`src/utf8v_pkg.sv`:
```
// shared types and constants for the utf-8 validator
package utf8v_pkg;

   localparam int RULE_W = 3;

   // allowed range for the next continuation byte
   localparam logic [RULE_W-1:0] RULE_ANY = 3'd0;
   localparam logic [RULE_W-1:0] RULE_E0  = 3'd1;
   localparam logic [RULE_W-1:0] RULE_ED  = 3'd2;
   localparam logic [RULE_W-1:0] RULE_F0  = 3'd3;
   localparam logic [RULE_W-1:0] RULE_F4  = 3'd4;
   localparam int RULE_COUNT = 2 ** RULE_W;

   localparam int QUEUE_DEPTH = 2;
   localparam int QPTR_W = $clog2(QUEUE_DEPTH);
   localparam int QCNT_W = $clog2(QUEUE_DEPTH + 1);

   typedef struct packed {
      logic                  is_empty;
      logic                  is_last;
      logic                  lead_bad;
      logic [1:0]            lead_len;
      logic [RULE_W-1:0]     lead_rule;
      logic [RULE_COUNT-1:0] cont_ok;
   } cls_type;

   typedef struct packed {
      logic    valid;
      cls_type item;
   } queue_out_type;

   typedef struct packed {
      logic              full;
      logic [QCNT_W-1:0] count;
   } queue_stat_type;

endpackage

```
`src/utf8v_if.sv`:
```
// handshake channels for string bytes and per-string results
interface utf8v_req_if;
   logic       valid;
   logic       ready;
   logic [7:0] data_byte;
   logic       is_last;
   logic       empty_string;

   modport source (output valid, output data_byte, output is_last, output empty_string,
                   input ready);
   modport sink (input valid, input data_byte, input is_last, input empty_string,
                 output ready);
endinterface

interface utf8v_rsp_if;
   logic valid;
   logic ready;
   logic valid_res;

   modport source (output valid, output valid_res, input ready);
   modport sink (input valid, input valid_res, output ready);
endinterface

```
`src/utf8_validator.sv`:
```
// top level of the streaming utf-8 validator
//
//   channel    dir   beat                                   accepted when
//   req_chan   in    data_byte, is_last, empty_string       valid && ready
//   rsp_chan   out   valid_res, one per string              valid && ready
//
// one byte per cycle sustained unless a result stalls; the last beat of a string
// passes the queue, then the tracker, into the result register
// the tracker state feeds back through its registers and sets the rate
// synchronous reset clears queue pointers, tracker state and result valid
// a stalled result holds the tracker; the two-entry queue absorbs input
module utf8_validator (
   input  logic        clock,
   input  logic        reset,
   utf8v_req_if.sink   req_chan,
   utf8v_rsp_if.source rsp_chan
);
   import utf8v_pkg::*;

   logic           push;
   cls_type        push_item;
   logic           pop;
   queue_out_type  q_out;
   queue_stat_type q_stat;

   utf8v_front u_front (
      .req_chan   (req_chan),
      .queue_full (q_stat.full),
      .push       (push),
      .push_item  (push_item)
   );

   utf8v_fifo u_fifo (
      .clock     (clock),
      .reset     (reset),
      .push      (push),
      .push_item (push_item),
      .pop       (pop),
      .q_out     (q_out),
      .q_stat    (q_stat)
   );

   utf8v_back u_back (
      .clock    (clock),
      .reset    (reset),
      .q_out    (q_out),
      .pop      (pop),
      .rsp_chan (rsp_chan)
   );

`ifndef SYNTHESIS
   a_ready_after_reset: assert property (@(posedge clock) reset |=> req_chan.ready)
      else $error("input not ready after reset");
   a_no_pop_when_empty: assert property (@(posedge clock) disable iff (reset)
      !q_out.valid |-> !pop)
      else $error("pop from empty queue");
   a_no_pop_on_stall: assert property (@(posedge clock) disable iff (reset)
      (rsp_chan.valid && !rsp_chan.ready) |-> !pop)
      else $error("tracker advanced while result stalled");
   a_count_bound: assert property (@(posedge clock) disable iff (reset)
      q_stat.count <= QCNT_W'(QUEUE_DEPTH))
      else $error("queue overfilled");
`endif

endmodule

```
`src/utf8v_front.sv`:
```
// byte classifier: lead length, lead rule and continuation range checks
module utf8v_front (
   utf8v_req_if.sink         req_chan,
   input  logic              queue_full,
   output logic              push,
   output utf8v_pkg::cls_type push_item
);
   import utf8v_pkg::*;

   logic [7:0] b;
   logic       in_cont;

   assign b       = req_chan.data_byte;
   assign in_cont = (b >= 8'h80) && (b <= 8'hbf);

   assign req_chan.ready = !queue_full;
   assign push           = req_chan.valid && !queue_full;

   always_comb begin
      push_item           = '0;
      push_item.is_empty  = req_chan.empty_string;
      push_item.is_last   = req_chan.is_last;
      push_item.lead_rule = RULE_ANY;
      push_item.lead_len  = 2'd0;
      push_item.lead_bad  = 1'b0;
      priority if (b <= 8'h7f) begin
         push_item.lead_len = 2'd0;
      end else if ((b >= 8'hc2) && (b <= 8'hdf)) begin
         push_item.lead_len = 2'd1;
      end else if ((b >= 8'he0) && (b <= 8'hef)) begin
         push_item.lead_len = 2'd2;
         if (b == 8'he0) begin
            push_item.lead_rule = RULE_E0;
         end else if (b == 8'hed) begin
            push_item.lead_rule = RULE_ED;
         end
      end else if ((b >= 8'hf0) && (b <= 8'hf4)) begin
         push_item.lead_len = 2'd3;
         if (b == 8'hf0) begin
            push_item.lead_rule = RULE_F0;
         end else if (b == 8'hf4) begin
            push_item.lead_rule = RULE_F4;
         end
      end else begin
         push_item.lead_bad = 1'b1;
      end
      // unused rule codes behave as any continuation byte
      push_item.cont_ok          = {RULE_COUNT{in_cont}};
      push_item.cont_ok[RULE_E0] = (b >= 8'ha0) && (b <= 8'hbf);
      push_item.cont_ok[RULE_ED] = (b >= 8'h80) && (b <= 8'h9f);
      push_item.cont_ok[RULE_F0] = (b >= 8'h90) && (b <= 8'hbf);
      push_item.cont_ok[RULE_F4] = (b >= 8'h80) && (b <= 8'h8f);
   end

endmodule

```
`src/utf8v_fifo.sv`:
```
// short queue of classified beats between front and back
module utf8v_fifo (
   input  logic                       clock,
   input  logic                       reset,
   input  logic                       push,
   input  utf8v_pkg::cls_type         push_item,
   input  logic                       pop,
   output utf8v_pkg::queue_out_type   q_out,
   output utf8v_pkg::queue_stat_type  q_stat
);
   import utf8v_pkg::*;

   cls_type           mem_ff [QUEUE_DEPTH];
   logic [QPTR_W-1:0] wr_ptr_ff, wr_ptr_in;
   logic [QPTR_W-1:0] rd_ptr_ff, rd_ptr_in;
   logic [QCNT_W-1:0] count_ff, count_in;

   assign q_out.valid  = (count_ff != '0);
   assign q_out.item   = mem_ff[rd_ptr_ff];
   assign q_stat.count = count_ff;
   assign q_stat.full  = (count_ff == QCNT_W'(QUEUE_DEPTH));

   always_comb begin
      wr_ptr_in = wr_ptr_ff;
      rd_ptr_in = rd_ptr_ff;
      count_in  = count_ff;
      if (push) begin
         wr_ptr_in = (wr_ptr_ff == QPTR_W'(QUEUE_DEPTH - 1)) ? '0 : wr_ptr_ff + QPTR_W'(1);
      end
      if (pop) begin
         rd_ptr_in = (rd_ptr_ff == QPTR_W'(QUEUE_DEPTH - 1)) ? '0 : rd_ptr_ff + QPTR_W'(1);
      end
      unique case ({push, pop})
         2'b10:   count_in = count_ff + QCNT_W'(1);
         2'b01:   count_in = count_ff - QCNT_W'(1);
         default: count_in = count_ff;
      endcase
   end

   always_ff @(posedge clock) begin
      if (reset) begin
         wr_ptr_ff <= '0;
         rd_ptr_ff <= '0;
         count_ff  <= '0;
      end else begin
         wr_ptr_ff <= wr_ptr_in;
         rd_ptr_ff <= rd_ptr_in;
         count_ff  <= count_in;
      end
   end

   always_ff @(posedge clock) begin
      if (push) begin
         mem_ff[wr_ptr_ff] <= push_item;
      end
   end

endmodule

```
`src/utf8v_back.sv`:
```
// sequence tracker and result register
module utf8v_back (
   input  logic                     clock,
   input  logic                     reset,
   input  utf8v_pkg::queue_out_type q_out,
   output logic                     pop,
   utf8v_rsp_if.source              rsp_chan
);
   import utf8v_pkg::*;

   logic [1:0]        pend_ff, pend_in;
   logic [RULE_W-1:0] rule_ff, rule_in;
   logic              err_ff, err_in;
   logic              out_valid_ff, out_valid_in;
   logic              res_ff, res_in;
   cls_type           it;
   logic              ok;

   assign it  = q_out.item;
   assign ok  = it.cont_ok[rule_ff];
   assign pop = q_out.valid && (!out_valid_ff || rsp_chan.ready);

   assign rsp_chan.valid     = out_valid_ff;
   assign rsp_chan.valid_res = res_ff;

   always_comb begin
      pend_in      = pend_ff;
      rule_in      = rule_ff;
      err_in       = err_ff;
      res_in       = res_ff;
      out_valid_in = out_valid_ff && !rsp_chan.ready;
      if (pop) begin
         if (!it.is_empty) begin
            if (pend_ff != 2'd0) begin
               err_in  = err_ff || !ok;
               pend_in = ok ? pend_ff - 2'd1 : 2'd0;
               rule_in = RULE_ANY;
            end else if (it.lead_bad) begin
               err_in = 1'b1;
            end else begin
               pend_in = it.lead_len;
               rule_in = it.lead_rule;
            end
         end
         if (it.is_empty || it.is_last) begin
            res_in       = !err_in && (pend_in == 2'd0);
            out_valid_in = 1'b1;
            pend_in      = 2'd0;
            rule_in      = RULE_ANY;
            err_in       = 1'b0;
         end
      end
   end

   always_ff @(posedge clock) begin
      if (reset) begin
         pend_ff      <= 2'd0;
         rule_ff      <= RULE_ANY;
         err_ff       <= 1'b0;
         out_valid_ff <= 1'b0;
      end else begin
         pend_ff      <= pend_in;
         rule_ff      <= rule_in;
         err_ff       <= err_in;
         out_valid_ff <= out_valid_in;
      end
   end

   always_ff @(posedge clock) begin
      res_ff <= res_in;
   end

endmodule
```
`src/flat_wrapper.sv`:
```
// flat-port wrapper written by rule: the top's interface ports become plain ports
module utf8_validator_flat import utf8v_pkg::*;
  (clock, reset, req_chan_valid, req_chan_data_byte, req_chan_is_last, req_chan_empty_string, req_chan_ready, rsp_chan_valid, rsp_chan_valid_res, rsp_chan_ready);
  utf8v_req_if req_chan_i ();
  utf8v_rsp_if rsp_chan_i ();
  input  logic clock;
  input  logic reset;
  input wire logic [$bits(req_chan_i.valid)-1:0] req_chan_valid;
  input wire logic [$bits(req_chan_i.data_byte)-1:0] req_chan_data_byte;
  input wire logic [$bits(req_chan_i.is_last)-1:0] req_chan_is_last;
  input wire logic [$bits(req_chan_i.empty_string)-1:0] req_chan_empty_string;
  output wire logic [$bits(req_chan_i.ready)-1:0] req_chan_ready;
  output wire logic [$bits(rsp_chan_i.valid)-1:0] rsp_chan_valid;
  output wire logic [$bits(rsp_chan_i.valid_res)-1:0] rsp_chan_valid_res;
  input wire logic [$bits(rsp_chan_i.ready)-1:0] rsp_chan_ready;
  assign req_chan_i.valid = req_chan_valid;
  assign req_chan_i.data_byte = req_chan_data_byte;
  assign req_chan_i.is_last = req_chan_is_last;
  assign req_chan_i.empty_string = req_chan_empty_string;
  assign req_chan_ready = req_chan_i.ready;
  assign rsp_chan_valid = rsp_chan_i.valid;
  assign rsp_chan_valid_res = rsp_chan_i.valid_res;
  assign rsp_chan_i.ready = rsp_chan_ready;
  utf8_validator u_core (.clock(clock), .reset(reset), .req_chan(req_chan_i), .rsp_chan(rsp_chan_i));
endmodule
```
`config.mk`:
```
export PLATFORM = sky130hd
export DESIGN_NAME = utf8_validator_flat
export DESIGN_NICKNAME = d
export VERILOG_FILES = /design/src/utf8v_pkg.sv /design/src/utf8v_if.sv /design/src/utf8_validator.sv /design/src/utf8v_front.sv /design/src/utf8v_fifo.sv /design/src/utf8v_back.sv /design/src/flat_wrapper.sv
export SDC_FILE = /design/constraint.sdc
export NUM_CORES = 1
export LEC_CHECK = 0
export BUFFER_PORTS_ARGS = -buffer_cell sky130_fd_sc_hd__buf_2
export CAP_MARGIN = 15
export CORE_ASPECT_RATIO = 1.5
export CORE_MARGIN = 3
export CORE_UTILIZATION = 60
export CTS_BUF_LIST = sky130_fd_sc_hd__clkbuf_2 sky130_fd_sc_hd__clkbuf_4 sky130_fd_sc_hd__clkbuf_8
export CTS_CLUSTER_SIZE = 40
export DETAILED_ROUTE_END_ITERATION = 7
export PLACE_DENSITY_LB_ADDON = 0.1
export RECOVER_POWER = 25
export SETUP_SLACK_MARGIN = 0.3
export SLEW_MARGIN = 10
export SYNTH_ARGS = -nofsm -noshare
export SYNTH_HDL_FRONTEND = slang
export SYNTH_HIERARCHICAL = 1
export SYNTH_SLANG_ARGS = --single-unit
```
`constraint.sdc`:
```
create_clock -name clock -period 3 [get_ports clock]
set_clock_uncertainty 0.2 [all_clocks]
set_input_delay 0.15 -clock clock [delete_from_list [all_inputs] [get_ports clock]]
set_output_delay 0.15 -clock clock [all_outputs]
set_load 0.02 [all_outputs]
```
==> qor.txt, run 1 <==
Register Area = 1230 sq um
Die Ht = 78.8 um
Kind of critical path = reg -> reg
Crit Path Max Fanout = 14
Hold Path Depth = 2
Post-route insts no fill = 237
Number of global-route vias before repair = 1405
Starting Density = 64.6%
Core Region = 3280 sq um
Drt wl/cell = 16.1 um
Hold Buf Count CTS = 6
Synth area leaders = edfxtp_1 (47%), dfxtp_1 (11%), mux2_2 (8.5%), nor2_1 (2.7%), a21oi_1 (2.1%)
Crit start category = register
Seq pwr share = 43.0%
Final Critical Period = 2.22 ns
Syn Inst Count = 175
Logic pwr share = 29.9%
Root Buffer = clkbuf_8
Placed Cells = 223
Buffer count from post-CTS setup fixing = 0
Cell area power density = 810 nW/um^2
Drt drc = 0
Pre-Repair DR Iteration Count = 4
Footprint of the multi-input gates = 777 sq um
Clock buffer count from CTS = 5
Yosys warning count = 6
H-tree depth = 2
Yosys top cell area share = 46.7%
GRT overflow = 0
Share of cells above drive strength 1 = 23.4%
Worst-Margin Slew = 0.757 ns
Headroom to the max-slew limit = 49.5%
Post-synth cell types = 42
Reg-to-reg critical path endpoint = u_core/u_back/pend_ff[1]
Synth area leader = edfxtp_1
VDD IR-drop max = 0.000621 V
RSZ-0062 raised after global routing = no
Longest Clk Path Bufs = 2
Hold Crit Start = req_chan_data_byte[3]
Async SR Flop Fraction = 0%
Die X = 54.5 um
Top-Level Pins = 17
Int Pwr = 1.38 mW
Post-DP HPWL = 2710 um
Number of synthesized flops with an enable pin = 33
Count leader, synth = edfxtp_1
Post-synthesis net count = 191
Vias post-DR = 1390
ANT cells = 0
R2R setup slack = 0.78 ns
Antenna Nets Post-Route = 0
Final setup TNS = 0 ns
GPL Wtd Cong = 0.824
Leak = 0.865 nW
Mapped cell area = 2120 sq um
Most used flip-flop cell after synthesis = edfxtp_1
Net Sw Frac = 28.8%
Worst Reg2Reg Path Length in Cells = 6
Crit path capture type = register
CTS tree = yes
Worst-Skew Late Latency = 0.29 ns
I/O Buffers = 16
#FFs+latches synth = 45
Post-CTS Resized = 0
Hold Path Sink = u_core/u_fifo/mem_ff[1][10]
Worst-path clk slew = 0.08 ns
Final Cycle Share = 74.1%
Layout overhead on the synthesized area = 12.7%
Max Fclk = 450 MHz
First-pass GRT wire length = 6350 um
Crit path arrival time = 2.24 ns
Initial antenna violation count = 0
Commonest cells post-synth = edfxtp_1 (33), mux2_2 (16), nor2_1 (15), dfxtp_1 (12), inv_1 (10)
Routed vias/inst = 5.86
Die Area = 4300 sq um
Final setup fails = 0
Syn_area_per_cell = 12.1 sq um
Iter 0 DRT Violations = 67
Row cnt = 25
Tot GR Track Use = 20.8%
Switching power = 557 uW
# Max-Cap Violations = 0
Status = complete, no violations
Final Slew Violations = 0
Critical Path RT = 3.01 ns
Fin. Hold Viols = 0
Filler cell count = 231
Largest net degree at the start of global routing = 17
Clk sink count = 45
Worst min path class = in -> reg
Post-layout nets = 212
Fin util = 72.8%
Seq/Total Area, Yosys = 58.1%
Clk pwr share = 27.1%
Detailed Route WL = 3820 um
-- registers in the layout, indices dropped and copies added (netlist names), named ones only --
| signal | count |
|---|---|
| u_core/u_fifo/mem_ff | 32 |
| u_core/u_back/rule_ff | 3 |
| u_core/u_back/pend_ff | 2 |
| u_core/u_fifo/count_ff | 2 |
| u_core/u_back/err_ff | 1 |
| u_core/u_back/rsp_chan.valid | 1 |
| u_core/u_back/rsp_chan.valid_res | 1 |
| u_core/u_fifo/rd_ptr_ff | 1 |
| u_core/u_fifo/wr_ptr_ff | 1 |
-- how the worst max path moves through the flow --
stage,slack [ns],end
global route,0.64,u_core/u_back/rsp_chan.valid_res
global placement,0.85,u_core/u_back/pend_ff[1]
finish,0.78,u_core/u_back/pend_ff[1]
floorplan,0.83,u_core/u_back/rsp_chan.valid_res
detailed placement,0.81,u_core/u_back/rsp_chan.valid_res
CTS,0.78,u_core/u_back/rsp_chan.valid
-- stage by stage --
stage	setup WS, ns	hold slack [ns]	total power [mW]	cell area, sq um
after floorplan	0.828	0.0191	1.27	2120
after global placement	0.846	0.137	1.38	2200
after detailed placement	0.808	0.141	1.40	2200
after CTS	0.785	0.0173	1.95	2390
after global routing	0.640	0.0308	2.04	2390
final	0.776	0.0326	1.93	2390
-- power groups by stage --
stage / registers (mW) / clock network (mW) / logic, mW
CTS: 0.832 / 0.535 / 0.579
global route: 0.841 / 0.563 / 0.640
global placement: 0.840 / 0 / 0.537
detailed placement: 0.846 / 0 / 0.558
finish: 0.831 / 0.525 / 0.578
floorplan: 0.838 / 0 / 0.435
-- critical path: stages, from the launching register on --
cell and delay [ns]:
dfxtp_1 0.39, buf_4 0.24, mux2_2 0.39, or3_4 0.34, nor4b_1 0.31, nand4_1 0.16, o211ai_1 0.12
-- layout by cell type (no fill, tap or decap), types with 4 or more instances in the layout --
cell	netlist	routed
a21oi_1	9	9
buf_2	3	13
clkbuf_8	0	5
dfxtp_1	12	12
dlygate4sd3_1	0	6
edfxtp_1	33	33
inv_1	10	10
mux2_2	16	16
mux2i_1	4	4
nand2_1	7	7
nand4_1	7	7
nor2_1	15	15
nor2b_1	5	5
-- cells by family (layout without fill, tap and decap cells) --
family | after synthesis | after routing | synth area share, %
muxes | 20 | 20 | 10.4
DFF | 45 | 45 | 58.1
AOI/OAI and AO/OA | 23 | 23 | 7.55
buffers and inverters | 21 | 43 | 5.31
xor gates and xnor gates | 4 | 4 | 1.65
adders and majority gates | 2 | 2 | 1.18
and+or+nand+nor | 60 | 60 | 15.9
-- layout make-up --
type | count | share of cell area (%)
clock buffers | 5 | 2.88
flip-flops and latches | 45 | 51.5
well taps | 40 | 2.09
inverters | 10 | 1.57
multi-input cells | 109 | 32.5
clock inverters | 3 | 2.72
repair buffers | 25 | 6.70
-- per-layer routing --
layer	part of all wire [%]	vias to the layer above	GRT usage, %	wire, um
met5	0	-	0	0
li1	-	679	-	-
met1	41	666	24.2	1580
met3	3.3	7	3.56	127
met4	1.8	0	9.73	68
met2	53	38	35.5	2040
(Power assumes the default switching activity.)
==> run 2: changes to the inputs <==
--- a/config.mk
+++ b/config.mk
@@ -9,7 +9,7 @@
 export CAP_MARGIN = 15
 export CORE_ASPECT_RATIO = 1.5
 export CORE_MARGIN = 3
-export CORE_UTILIZATION = 60
+export CORE_UTILIZATION = 56
 export CTS_BUF_LIST = sky130_fd_sc_hd__clkbuf_2 sky130_fd_sc_hd__clkbuf_4 sky130_fd_sc_hd__clkbuf_8
 export CTS_CLUSTER_SIZE = 40
 export DETAILED_ROUTE_END_ITERATION = 7
==> constraint.sdc (replaced) <==
create_clock -name clock -period 1.9 [get_ports clock]
set_clock_uncertainty 0.2 [all_clocks]
set_input_delay 0.095 -clock clock [delete_from_list [all_inputs] [get_ports clock]]
set_output_delay 0.095 -clock clock [all_outputs]
set_load 0.02 [all_outputs]
==> run 2 against run 1 <==
The run now ends with setup timing left. Via count grew 12%. Combinational power grew to 2.8 times the previous value. Global-route usage grew 0.57 points. Worst hold slack lost 0.0036 ns. Routed wire length grew 21%. Maximum frequency grew 10%. Sequential power grew 61%. Largest power group is now combinational logic. Highest routed layer unchanged.
==> qor.txt, run 2 (synthesis gave the netlist of run 1 again) <==
Worst-Skew Late Latency = 0.30 ns (about the same)
Share of cells above drive strength 1 = 44.2% (+21 points)
Final setup fails = 3 (+3)
Top reg by flops = u_core/u_fifo/mem_ff
First-pass GRT wire length = 7330 um (+15%)
CTS tree = yes
Global Route met3 Usage = 5.25% (+1.7 points)
Fin. Hold Viols = 0 (unchanged)
GRT overflow = 0 (unchanged)
Final Slew Violations = 0 (unchanged)
I/O Buffers = 16 (unchanged)
Detailed Route WL = 4620 um (+21%)
Leading cell types in the layout, fill and taps excluded = edfxtp_1 (33), buf_4 (18), nor2_1 (12)
Drt wl/cell = 17.3 um (+6.9%)
Iter 0 DRT Violations = 69 (+3.0%)
Core Region = 3510 sq um (+7.0%)
Worst-path clk slew = 0.08 ns (about the same)
Largest net degree at the start of global routing = 17 (unchanged)
Row cnt = 26 (+4.0%)
Longest Clk Path Bufs = 2 (unchanged)
Worst Path Buf+Inv = 1 (unchanged)
GRT met1 Usage = 22.0% (-2.2 points)
Filler cell count = 196 (-15%)
Root Buffer = clkbuf_8
VDD IR-drop max = 0.000987 V (+59%)
Die X = 56.2 um (+3.1%)
RSZ-0062 raised after global routing = yes
H-tree depth = 2 (unchanged)
Worst-Margin Slew = 0.348 ns (-0.409 ns)
Top-Level Pins = 17 (unchanged)
Max reg flops = 32 (unchanged)
Pre-Repair DR Iteration Count = 6 (+2)
Starting Density = 60.4% (-4.2 points)
Die Area = 4580 sq um (+6.5%)
Largest registers = u_core/u_fifo/mem_ff (32), u_core/u_back/rule_ff (3)
Crit path capture type = register
Clk sink count = 45 (unchanged)
Initial antenna violation count = 0 (unchanged)
PnR worst setup slack = -0.116 ns (-0.892 ns)
Fin util = 82.2% (+9.4 points)
# Max-Cap Violations = 0 (unchanged)
GPL Wtd Cong = 0.862 (+4.6%)
Kind of critical path = reg -> reg
Worst-path cell with the longest stage delay = dfxtp_4
Layout overhead on the synthesized area = 36.2%
GRT Max-Usage Layer = met2
CP Cell Sequence = buf_6 -> mux2_4 -> or3_4 -> or3_4 -> nand2b_4 -> nand3_2
Final Critical Period = 2.02 ns (-0.208 ns)
Met2 GRT Util = 40.4% (+4.9 points)
Antenna Nets Post-Route = 0 (unchanged)
Register Area = 1240 sq um (+0.61%)
Drt drc = 0 (unchanged)
Dpl ws = -0.122 ns (-0.930 ns)
Most used cell, CP = or3_4
Max incr delay on CP = 0.40 ns (about the same)
Failing checks = setup timing
Cell area power density = 1230 nW/um^2 (+51%)
Leak = 1.09 nW (+26%)
Number of global-route vias before repair = 1548 (+10%)
CP delay by family, top = simple AND/OR/NAND/NOR gates
Routed vias/inst = 5.80 (-1.1%)
Crit path arrival time = 2.06 ns (-0.18 ns)
Headroom to the max-slew limit = 76.8% (+27 points)
Tot GR Track Use = 21.4% (+0.57 points)
Most common cell after layout, fill and taps aside = edfxtp_1
Status = finished with violations
Vias post-DR = 1555 (+12%)
Post-DP HPWL = 2870 um (+6.1%)
Critical Path RT = 1.94 ns (-1.07 ns)
Post-layout nets = 241 (+14%)
ANT cells = 0 (unchanged)
Clock buffer count from CTS = 5 (unchanged)
Die Ht = 81.4 um (+3.2%)
Design Power = 3.54 mW (+83%)
Max Fclk = 496 MHz (+10%)
Worst min path class = in -> reg
Final Cycle Share = 106% (+32 points)
Crit Path Max Fanout = 3 (-11)
Footprint of the multi-input gates = 1000 sq um (+29%)
Crit start category = register
Final setup TNS = -0.317 ns (-0.317 ns)
[run 2: changes by cell type in the layout (fill, tap and decap cells not counted), sizes merged]
cell / change
and2: +1
buf: +21
bufinv: -2
clkbuf: +4
clkinvlp: +2
dlygate4sd3: +4
inv: -1
[run 2: what timing repair did]
| action | in CTS | in global routing |
|---|---|---|
| pin swaps | 5 | 6 |
| cloned | 2 | 1 |
| buffers inserted | 6 | 6 |
| resized for setup | 27 | 24 |
| endpoints found under the setup margin | 42 | 49 |
| hold buffers | 10 | 0 |
| endpoints found under the hold margin | 24 | 0 |
[run 2: final timing paths]
path	startpoint	cells past startpoint	to	slack, ns
max	register	6	u_core/u_back/pend_ff[0]	-0.12
min	req_chan_data_byte[0]	3	u_core/u_fifo/mem_ff[0][9]	0.03
max reg2reg	register	6	u_core/u_back/pend_ff[0]	-0.12
min reg2reg	u_core/u_back/pend_ff[1]	2	u_core/u_back/pend_ff[1]	0.32
[run 2: per-layer routing]
| layer | part of all wire [%] | vias up |
|---|---|---|
| met5 | 0 | - |
| met4 | 3.2 | 0 |
| met3 | 4.4 | 14 |
| met2 | 56 | 54 |
| met1 | 37 | 744 |
| li1 | - | 743 |
[run 2: cell type report]
type / instances / share of cell area (%)
sequential: 45 / 42.9
multi-input combinational: 110 / 34.7
timing repair buffer: 53 / 16.0
clock buffer: 6 / 2.64
tap: 42 / 1.82
inverter: 10 / 1.47
clock inverter: 2 / 0.520
[run 2: power breakdown]
group / leakage, nW / switching, mW / internal (mW)
registers: 0.416 / 0.0916 / 1.25
clock network: 0.0408 / 0.314 / 0.273
logic: 0.635 / 0.738 / 0.875
total: 1.09 / 1.14 / 2.40
[run 2: tightest hold or removal path, delay by kind of cell]
| kind | cells | cell delay (ns) |
|---|---|---|
| AND/OR/NAND/NOR | 1 | 0.06 |
| AO/OA/AOI/OAI | 1 | 0.07 |
| buffers and inverters | 1 | 0.12 |
[run 2: through the flow]
stage | area, sq um | cells | hold WS [ns]
floorplan | 2190 | 175 | -0.0400
finish | 2890 | 268 | 0.0290
global route | 2890 | 268 | 0.0406
CTS | 2740 | 261 | 0.0122
detailed placement | 2360 | 235 | 0.0907
global placement | 2360 | 235 | 0.0830
==> run 3: changes to the inputs <==
--- a/config.mk
+++ b/config.mk
@@ -13,7 +13,7 @@
 export CTS_BUF_LIST = sky130_fd_sc_hd__clkbuf_2 sky130_fd_sc_hd__clkbuf_4 sky130_fd_sc_hd__clkbuf_8
 export CTS_CLUSTER_SIZE = 40
 export DETAILED_ROUTE_END_ITERATION = 7
-export PLACE_DENSITY_LB_ADDON = 0.1
+export PLACE_DENSITY = 0.76
 export RECOVER_POWER = 25
 export SETUP_SLACK_MARGIN = 0.3
 export SLEW_MARGIN = 10
==> run 3 against run 2 <==
The flow still finishes with violations (setup timing). Flip-flop and latch count stayed put. Non-clock buffer count is 1 higher. Die area stayed put. Routed wire length is 8.1% higher. Sequential power hardly changed. Global-route usage is 0.84 points higher. Sequential share of layout area is 0.62 points higher. First-iteration DRC count is 97% higher. Worst hold slack worse by 0.013 ns. Final cell count is 0.37% higher. Power is 1.8% higher. Largest cell class unchanged. Largest power group unchanged.
==> qor.txt, run 3 (synthesis gave the netlist of run 1 again) <==
Status = finished with violations
Die X = 56.2 um (unchanged)
Reg-to-reg critical path endpoint = u_core/u_back/rsp_chan.valid_res
Final setup TNS = -0.315 ns (+0.00143 ns)
Failing checks = setup timing
Seq pwr share = 36.8% (-1.1 points)
R2R setup slack = -0.12 ns (about the same)
Crit Path Max Fanout = 4 (+1)
Final Slew Violations = 0 (unchanged)
Logic pwr share = 43.7% (-1.8 points)
Final Cycle Share = 106% (about the same)
Drt drc = 0 (unchanged)
Top-Level Pins = 17 (unchanged)
Post-layout nets = 242 (+0.41%)
First-pass GRT wire length = 7610 um (+3.8%)
Placed Cells = 236 (+0.43%)
Root Buffer = clkbuf_8
Worst-Margin Slew = 0.445 ns (+0.0974 ns)
Post-route insts no fill = 269 (+0.37%)
Hold Path Depth = 2 (-1)
Headroom to the max-slew limit = 70.2% (-6.6 points)
Switching power = 1.14 mW (-0.53%)
Starting Density = 60.4% (unchanged)
VDD IR-drop max = 0.00101 V (+2.7%)
Pre-Repair DR Iteration Count = 4 (-2)
Crit path capture type = register
Max reg flops = 32 (unchanged)
GPL Wtd Cong = 0.969 (+12%)
PnR worst setup slack = -0.116 ns (+0.0000870 ns)
Largest registers = u_core/u_fifo/mem_ff (32), u_core/u_back/rule_ff (3)
Most common cell after layout, fill and taps aside = edfxtp_1
Share of cells above drive strength 1 = 41.4% (-2.8 points)
Int Pwr = 2.47 mW (+2.9%)
Fin. Hold Viols = 0 (unchanged)
Largest net degree at the start of global routing = 17 (unchanged)
Row cnt = 26 (unchanged)
Crit start category = register
Antenna Nets Post-Route = 0 (unchanged)
Worst-Skew Late Latency = 0.29 ns (about the same)
ANT cells = 0 (unchanged)
Longest Clk Path Bufs = 2 (unchanged)
Crit path arrival time = 1.86 ns (-0.20 ns)
Filler cell count = 194 (-1.0%)
Number of global-route vias before repair = 1600 (+3.4%)
Detailed Route WL = 5000 um (+8.1%)
Leading cell types in the layout, fill and taps excluded = edfxtp_1 (33), buf_6 (13), buf_4 (12), nor2_1 (12), mux2_2 (12)
Max Fclk = 496 MHz (about the same)
Kind of critical path = reg -> reg
Placed cell area = 2350 sq um (-0.21%)
Clk sink count = 45 (unchanged)
Final setup fails = 3 (unchanged)
Core Region = 3510 sq um (unchanged)
I/O Buffers = 16 (unchanged)
Footprint of the multi-input gates = 926 sq um (-7.5%)
Worst min path class = in -> reg
Worst-path clk slew = 0.08 ns (about the same)
Layout overhead on the synthesized area = 34.1%
Clock buffer count from CTS = 5 (unchanged)
Hold Crit Start = req_chan_data_byte[7]
# Max-Cap Violations = 0 (unchanged)
Tot GR Track Use = 22.2% (+0.84 points)
Drt wl/cell = 18.6 um (+7.7%)
H-tree depth = 2 (unchanged)
Worst Reg2Reg Path Length in Cells = 6 (unchanged)
Hold Path Sink = u_core/u_fifo/mem_ff[0][11]
Critical Path RT = 1.75 ns (-0.19 ns)
Vias post-DR = 1595 (+2.6%)
Top reg by flops = u_core/u_fifo/mem_ff
Routed vias/inst = 5.93 (+2.2%)
GRT overflow = 0 (unchanged)
Die Ht = 81.4 um (unchanged)
Register Area = 1240 sq um (-0.10%)
Final Critical Period = 2.02 ns (-0.0000870 ns)
RSZ-0062 raised after global routing = yes
Post-DP HPWL = 2860 um (-0.39%)
Leak = 1.05 nW (-3.8%)
Final instance area = 2840 sq um (-1.5%)
Clk pwr share = 19.5% (+2.9 points)
Initial antenna violation count = 0 (unchanged)
CTS tree = yes
Cell area power density = 1270 nW/um^2 (+3.4%)
Dpl ws = -0.108 ns (+0.0138 ns)
Net Sw Frac = 31.6% (-0.74 points)
Iter 0 DRT Violations = 136 (+97%)
Die Area = 4580 sq um (unchanged)
## run 3: cell count changes in the layout (fill, tap and decap cells not counted), sizes merged
cell      before  now
clkbuf        12   11
bufinv         0    1
buf           37   38
clkinvlp       2    1
inv            9   10
## run 3: per-layer routing
layer,up-vias,track usage (%),wire (um)
met5,-,0,0
li1,745,-,-
met2,55,40.5,2860
met1,783,23.7,1780
met4,0,12.1,177
met3,12,4.77,185
## run 3: critical path, cell delays in order (launching register included)
cell and delay (ns):
dfxtp_4 0.37, buf_6 0.12, mux2_2 0.33, mux2i_1 0.15, nand3_1 0.12, and3_4 0.20
o311a_1 0.28
## run 3: worst max path at each step
stage	start	to	slack, ns
6_report	register	u_core/u_back/rsp_chan.valid_res	-0.12
5_1_grt	register	u_core/u_back/rsp_chan.valid_res	-0.17
4_1_cts	register	u_core/u_back/rsp_chan.valid_res	-0.1
3_5_place_dp	register	u_core/u_back/rsp_chan.valid_res	-0.11
3_3_place_gp	register	u_core/u_back/pend_ff[0]	-0.08
2_1_floorplan	register	u_core/u_back/pend_ff[0]	-0.13
## run 3: area by class of cell
cell class              count  share of cell area [%]
multi-input cells         110                    32.6
inverters                  10                    1.41
clock inverters             3                    1.45
clock buffers               5                    2.42
repair buffers             54                    16.8
flip-flops and latches     45                    43.5
well taps                  42                    1.85
## run 3: stage by stage
stage	utilization (%)	total power [mW]	hold slack (ns)
finish	80.9	3.60	0.0155
global route	80.9	3.76	0.00864
CTS	78.7	3.45	0.00507
detailed placement	67.0	2.43	0.0878
global placement	67.0	2.38	0.0822
floorplan	-	2.13	-0.0400
## run 3: power groups by stage
stage               clock [mW]  combinational [mW]  sequential [mW]
finish                   0.703                1.57             1.33
global route             0.751                1.66             1.34
CTS                      0.708                1.43             1.32
detailed placement           0                1.09             1.34
global placement             0                1.05             1.33
floorplan                    0               0.800             1.33
## run 3: repair_timing
action                                  CTS  global route
pin swaps                                12             4
buffers inserted                         10             3
cloned                                    1             1
endpoints found under the hold margin    21             0
resized for setup                        28            13
endpoints found under the setup margin   43            47
hold buffers                             10             0
